$ cat config.mk
export PLATFORM = sky130hd
export DESIGN_NAME = twrm_ctrl
export DESIGN_NICKNAME = d
export VERILOG_FILES = /design/src/rtl/twrm_pkg.sv /design/src/rtl/twrm_ctrl.sv
export SDC_FILE = /design/constraint.sdc
export NUM_CORES = 1
export LEC_CHECK = 0
export BUFFER_PORTS_ARGS = -buffer_cell sky130_fd_sc_hd__buf_4
export CORE_AREA = 8 8 45 47
export DETAILED_ROUTE_END_ITERATION = 6
export DIE_AREA = 0 0 53 55
export GPL_ROUTABILITY_DRIVEN = 0
export SYNTH_ARGS = -nofsm -noshare
export SYNTH_HDL_FRONTEND = slang
export SYNTH_SLANG_ARGS = --single-unit
$ cat constraint.sdc
create_clock -name clk -period 1.5 [get_ports clk]
set_input_delay 0.225 -clock clk [delete_from_list [all_inputs] [get_ports clk]]
set_output_delay 0.225 -clock clk [all_outputs]
set_load 0.05 [all_outputs]
$ cat src/rtl/twrm_pkg.sv
// ----------------------------------------------------------------------------
// twrm_pkg
// Shared types and constants for the trailing time-window minimum block.
// ----------------------------------------------------------------------------
package twrm_pkg;

  localparam int TIME_BITS         = 40;
  localparam int VALUE_BITS        = 32;
  localparam int WINDOW_BITS       = 32;
  localparam int QUEUE_DEPTH_DEF   = 64;
  localparam logic [WINDOW_BITS-1:0] WINDOW_RESET = WINDOW_BITS'(1000000);

  typedef struct packed {
    logic [TIME_BITS-1:0]         sample_time;
    logic signed [VALUE_BITS-1:0] sample_value;
  } in_item_t;

  typedef struct packed {
    logic signed [VALUE_BITS-1:0] window_minimum;
    logic                         queue_overflow;
  } out_item_t;

  // controller to datapath
  typedef struct packed {
    logic load_in;
    logic rd_tail;
    logic rd_head;
    logic drop_tail;
    logic drop_head;
    logic set_ovf;
    logic push;
    logic load_out;
  } dp_cmd_t;

  // datapath to controller
  typedef struct packed {
    logic empty;
    logic full;
    logic back_ge;
    logic front_stale;
  } dp_sts_t;

endpackage

$ cat src/rtl/twrm_ctrl.sv
// ----------------------------------------------------------------------------
// twrm_ctrl
// Sequencer: back discards, front drops, eviction, append and head read.
// ----------------------------------------------------------------------------
module twrm_ctrl
  import twrm_pkg::*;
(
  input  logic    clk,
  input  logic    rst_n,
  input  logic    in_valid,
  output logic    in_stall,
  output logic    out_valid,
  input  logic    out_stall,
  output dp_cmd_t cmd,
  input  dp_sts_t sts
);

  typedef enum logic [3:0] {
    S_IDLE,
    S_BACK_RD,
    S_BACK_CMP,
    S_FRONT_RD,
    S_FRONT_CMP,
    S_EVICT,
    S_WRITE,
    S_HEAD_RD,
    S_RESULT
  } state_t;

  state_t state_r, state_nxt;
  logic   out_valid_r, out_valid_nxt;

  always_comb begin
    cmd           = '0;
    state_nxt     = state_r;
    out_valid_nxt = out_valid_r && out_stall;
    case (state_r)
      S_IDLE: begin
        if (in_valid) begin
          cmd.load_in = 1'b1;
          state_nxt   = S_BACK_RD;
        end
      end
      S_BACK_RD: begin
        if (sts.empty) begin
          state_nxt = S_FRONT_RD;
        end else begin
          cmd.rd_tail = 1'b1;
          state_nxt   = S_BACK_CMP;
        end
      end
      S_BACK_CMP: begin
        if (sts.back_ge) begin
          cmd.drop_tail = 1'b1;
          state_nxt     = S_BACK_RD;
        end else begin
          state_nxt = S_FRONT_RD;
        end
      end
      S_FRONT_RD: begin
        if (sts.empty) begin
          state_nxt = S_EVICT;
        end else begin
          cmd.rd_head = 1'b1;
          state_nxt   = S_FRONT_CMP;
        end
      end
      S_FRONT_CMP: begin
        if (sts.front_stale) begin
          cmd.drop_head = 1'b1;
          state_nxt     = S_FRONT_RD;
        end else begin
          state_nxt = S_EVICT;
        end
      end
      S_EVICT: begin
        // still full after stale drops: evict the oldest live entry
        if (sts.full) begin
          cmd.drop_head = 1'b1;
          cmd.set_ovf   = 1'b1;
        end
        state_nxt = S_WRITE;
      end
      S_WRITE: begin
        cmd.push  = 1'b1;
        state_nxt = S_HEAD_RD;
      end
      S_HEAD_RD: begin
        cmd.rd_head = 1'b1;
        state_nxt   = S_RESULT;
      end
      S_RESULT: begin
        if (!out_valid_r || !out_stall) begin
          cmd.load_out  = 1'b1;
          out_valid_nxt = 1'b1;
          state_nxt     = S_IDLE;
        end
      end
      default: begin
        state_nxt = S_IDLE;
      end
    endcase
  end

  always_ff @(posedge clk) begin
    if (!rst_n) begin
      state_r     <= S_IDLE;
      out_valid_r <= 1'b0;
    end else begin
      state_r     <= state_nxt;
      out_valid_r <= out_valid_nxt;
    end
  end

  assign in_stall  = (state_r != S_IDLE);
  assign out_valid = out_valid_r;

endmodule

# After elaboration in Yosys (flattened, before gate mapping)
# Cells that the tools add are included.
# op_classes
multipliers	0
n_addsub	0
n_reduce_logical	7
shifts	0
n_bitwise	0
div	0
muxes	23
order_cmp	0
eq_ne	10
# ops
cell	count
case mux 4 bit (9 select lines)	1
== test 4 x 3 -> 1 bit, second input constant	4
two-way mux 1 bit	15
== test 4 x 2 -> 1 bit, second input constant	2
two-way mux 4 bit	2
== test 4 x 1 -> 1 bit, second input constant	1
== test 4 bit, second input constant	1
zero test 4 bit	1
two-way mux 2 bit	2
!= test 2 bit, second input constant	2
case mux 1 bit (2 select lines)	2
nonzero test 4 bit	1
two-way mux 3 bit	1
zero test 1 bit	2
AND reduction 2 bit	1
logical AND 1 bit	1
logical OR 1 bit	1
# totals
latch_bits	0
mem_bits_ro	0
wordCells	42
output_inout_bits	10
reg_bits	5
inputBits	8
memories	0
mem_bits_rw	0

# Longest topological paths before layout
# depth
ltp_word	4
ltp_mapped	4
ltp_nobuf	3

# Worst setup path before layout
# Ideal clock, no wire load.
# synth_path
path_kind	flip-flop to output port
startpoint	reg state_r[1]
endpoint	out cmd[6] in the netlist's numbering
path_stages_with_launch	4
arrival_time_ps	1624
required_time_ps	1275
path_buffers	0
setup_slack_ps	-349
path_cell_list	dfxtp_1 > nor2_1 > nand2_1 > nor3_1
# synth_lines
element	line_no	rtl
start, declared	twrm_ctrl.sv:30	state_t state_r, state_nxt;
start signal, assigned	twrm_ctrl.sv:110	state_r <= state_nxt;
end, declared	twrm_ctrl.sv:14	output dp_cmd_t cmd,

# Worst setup path in the final report
# layout_path
startpoint	reg state_r[0]
endpoint	out in_stall
# layout_via
elab_chain_len	1
# layout_lines
element	line_no	rtl
nonzero test 4 bit	twrm_ctrl.sv:115	assign in_stall = (state_r != S_IDLE);
end, declared	twrm_ctrl.sv:11	output logic in_stall,
# Every way passes these cells.

==> results_dict.tcl <==
set metrics [dict create \
    synthesis.area_sq_um 332 \
    tightestPinTransition_ns 0.231 \
    end_kind "output port" \
    setup_viol 1 \
    dieArea_sq_mm 0.00292 \
    grt_pass1_wl_um 1670 \
    cts_tree "built" \
    vias_per_cell 4.65 \
    ir_drop_v 0.000314 \
    yosysTopAreaCell "dfxtp_1" \
    skew_ns 0.00369 \
    finalCritPeriodShare_pct 102 \
    drv_cap 0 \
    slew_viol_final 0 \
    clkLatencyLatePin_ns 0.24 \
    critPathMaxFanout 6 \
    synth_warnings 0 \
    drive_gt1_share_pct 49.3 \
    ctsLongestPathBuffers 2 \
    status "complete, but fails checks" \
    worstSetupPathType "flip-flop to output port" \
    first_global_vias 395 \
    drc 0 \
    final_antenna_net_count 0 \
    numCtsBuffers 3 \
    cts_hold_buf 0 \
    whs_ns 0.229 \
    final_nets 76 \
    power_w 0.000481 \
    drt_iter0_drc 9 \
    wl_per_cell_um 12.1 \
    dpl_worst_slack_ns 0.190 \
    syn_to_final_growth_pct 63.4 \
    syn_inst 45 \
    final_area_sq_um 542 \
    fp.dieH_um 55 \
    port_buffers 17 \
    required_ns 1.27 \
    grt.overflow.total 0 \
    arrival_ns 1.30 \
    timing.fmax_mhz 654 \
    final_common_cell "buf_4" \
    clk_pin_slew_ns 0.05 \
    yosys.cell_types.count 20 \
    rsz0062_at_grt "yes" \
    hpwl_um 812 \
    power_density_mw_per_mm2 887 \
    synth_fp_nets 53 \
    grt_max_degree 9 \
    track_usage_pct 7.70 \
    die_w_um 53 \
    clock_tree.root_cell "clkbuf_4" \
    final_cells 83 \
    synth.area.top_cells "dfxtp_1 (30%), nor2b_1 (9.4%), nand2_1 (7.9%)" \
    slew_headroom_pct 84.6 \
    mostFrequentLayoutCells "buf_4 (18), nand2_1 (7), nor2_1 (6), nor2b_1 (5), dfxtp_2 (4)" \
    rows 14 \
    drt_wl_total_um 1010 \
    synth_top_area_share_pct 30.2 \
    dr.pass1.iters 4 \
    multi_input_area_sq_um 229 \
    ys_seq_area_share_pct 30.2 \
    hp-class "primary input to flip-flop" \
    synth_seq_cells 5 \
    fill_cells 155 \
    clock_sink_count 5 \
    core-area_sq_mm 0.00138 \
    diodes 0 \
    finalHoldViolCount 0 \
    ioPinCount 18 \
    dpl.cell_count 78 \
    finalCriticalPeriod_ns 1.53 \
    power.leakage_nw 0.244 \
    worst_slack_ns -0.0281 \
    start_util_pct 24.0 \
    htreeDepth 1 \
    placement.cell_area_sq_um 492 \
    violations "negative setup slack" \
    seq_area_sq_um 105 \
    antenna_found_initial 0 \
    startpoint_type "flip-flop" \
    syn_area_per_cell_sq_um 7.37 \
    num_vias 386 \
]
==> kinds of logic (layout without fill, tap and decap cells) <==
kind of cell,Yosys count,in the layout,synth area share (%)
xor gates and xnor gates,1,1,2.64
muxes,1,1,3.02
DFF,5,5,30.2
and+or+nand+nor,30,30,46.0
buffers and inverters,2,24,5.66
AOI/OAI and AO/OA,6,6,12.5
==> metrics by stage <==
| stage | setup TNS, ns | util [%] |
|---|---|---|
| after detailed placement | 0 | 35.5 |
| final | -0.0281 | 39.2 |
| after floorplan | 0 | - |
| after global placement | 0 | 35.5 |
| after CTS | -0.0304 | 38.8 |
| after global routing | -0.193 | 39.2 |
==> final timing paths <==
check | start | to | slack, ns | depth (start not counted)
setup / recovery | state_r[0] | in_stall | -0.03 | 2
hold reg to reg | state_r[2] | state_r[3] | 0.51 | 2
hold / removal | rst_n | state_r[3] | 0.23 | 3
setup reg to reg | state_r[0] | state_r[0] | 0.16 | 4
==> synthesized netlist by cell type, drive strengths merged <==
master and n:
nor2b 5, nand2b 1, dfxtp 5, nand4 1
buf 2, xor2 1, o21ai 1, a21oi 2
a21boi 1, o31ai 1, or4 1, nand3 1
and3 2, nor2 7, nor3 4, o21a 1
mux2i 1, nor3b 1, nand2 7
==> critical path, stage by stage (launching register included) <==
cell     delay [ns]
dfxtp_2        0.34
or4_4          0.55
buf_8          0.17
==> power by group <==
| part | switching [W] | internal (W) |
|---|---|---|
| combinational | 0.0000966 | 0.0000732 |
| sequential | 0.0000106 | 0.000142 |
| clock | 0.0000578 | 0.000101 |
| total | 0.000165 | 0.000316 |
==> state kept, by name, indices dropped and copies added (netlist names) <==
signal and flops:
state_r 4, out_valid 1
==> layer usage <==
metal / global-route usage, % / up-vias / wire, um
met5: 0 / - / 0
met4: 5.17 / 0 / 0
met3: 2.94 / 0 / 77
met2: 13.3 / 18 / 486
met1: 7.58 / 171 / 444
li1: - / 197 / -
==> area by class of cell <==
type	instances	share of cell area (%)
Clock buffer	4	4.85
Sequential cell	5	19.4
Timing Repair Buffer	20	29.8
Multi-Input combinational cell	38	42.3
Tap cell	16	3.70
==> timing repair <==
action | in CTS | in global routing
buffers inserted | 1 | 0
gates resized for setup | 5 | 2
setup endpoints to repair | 6 | 5
pin swaps | 1 | 0
No activity file was read; power rests on OpenSTA's default activity.
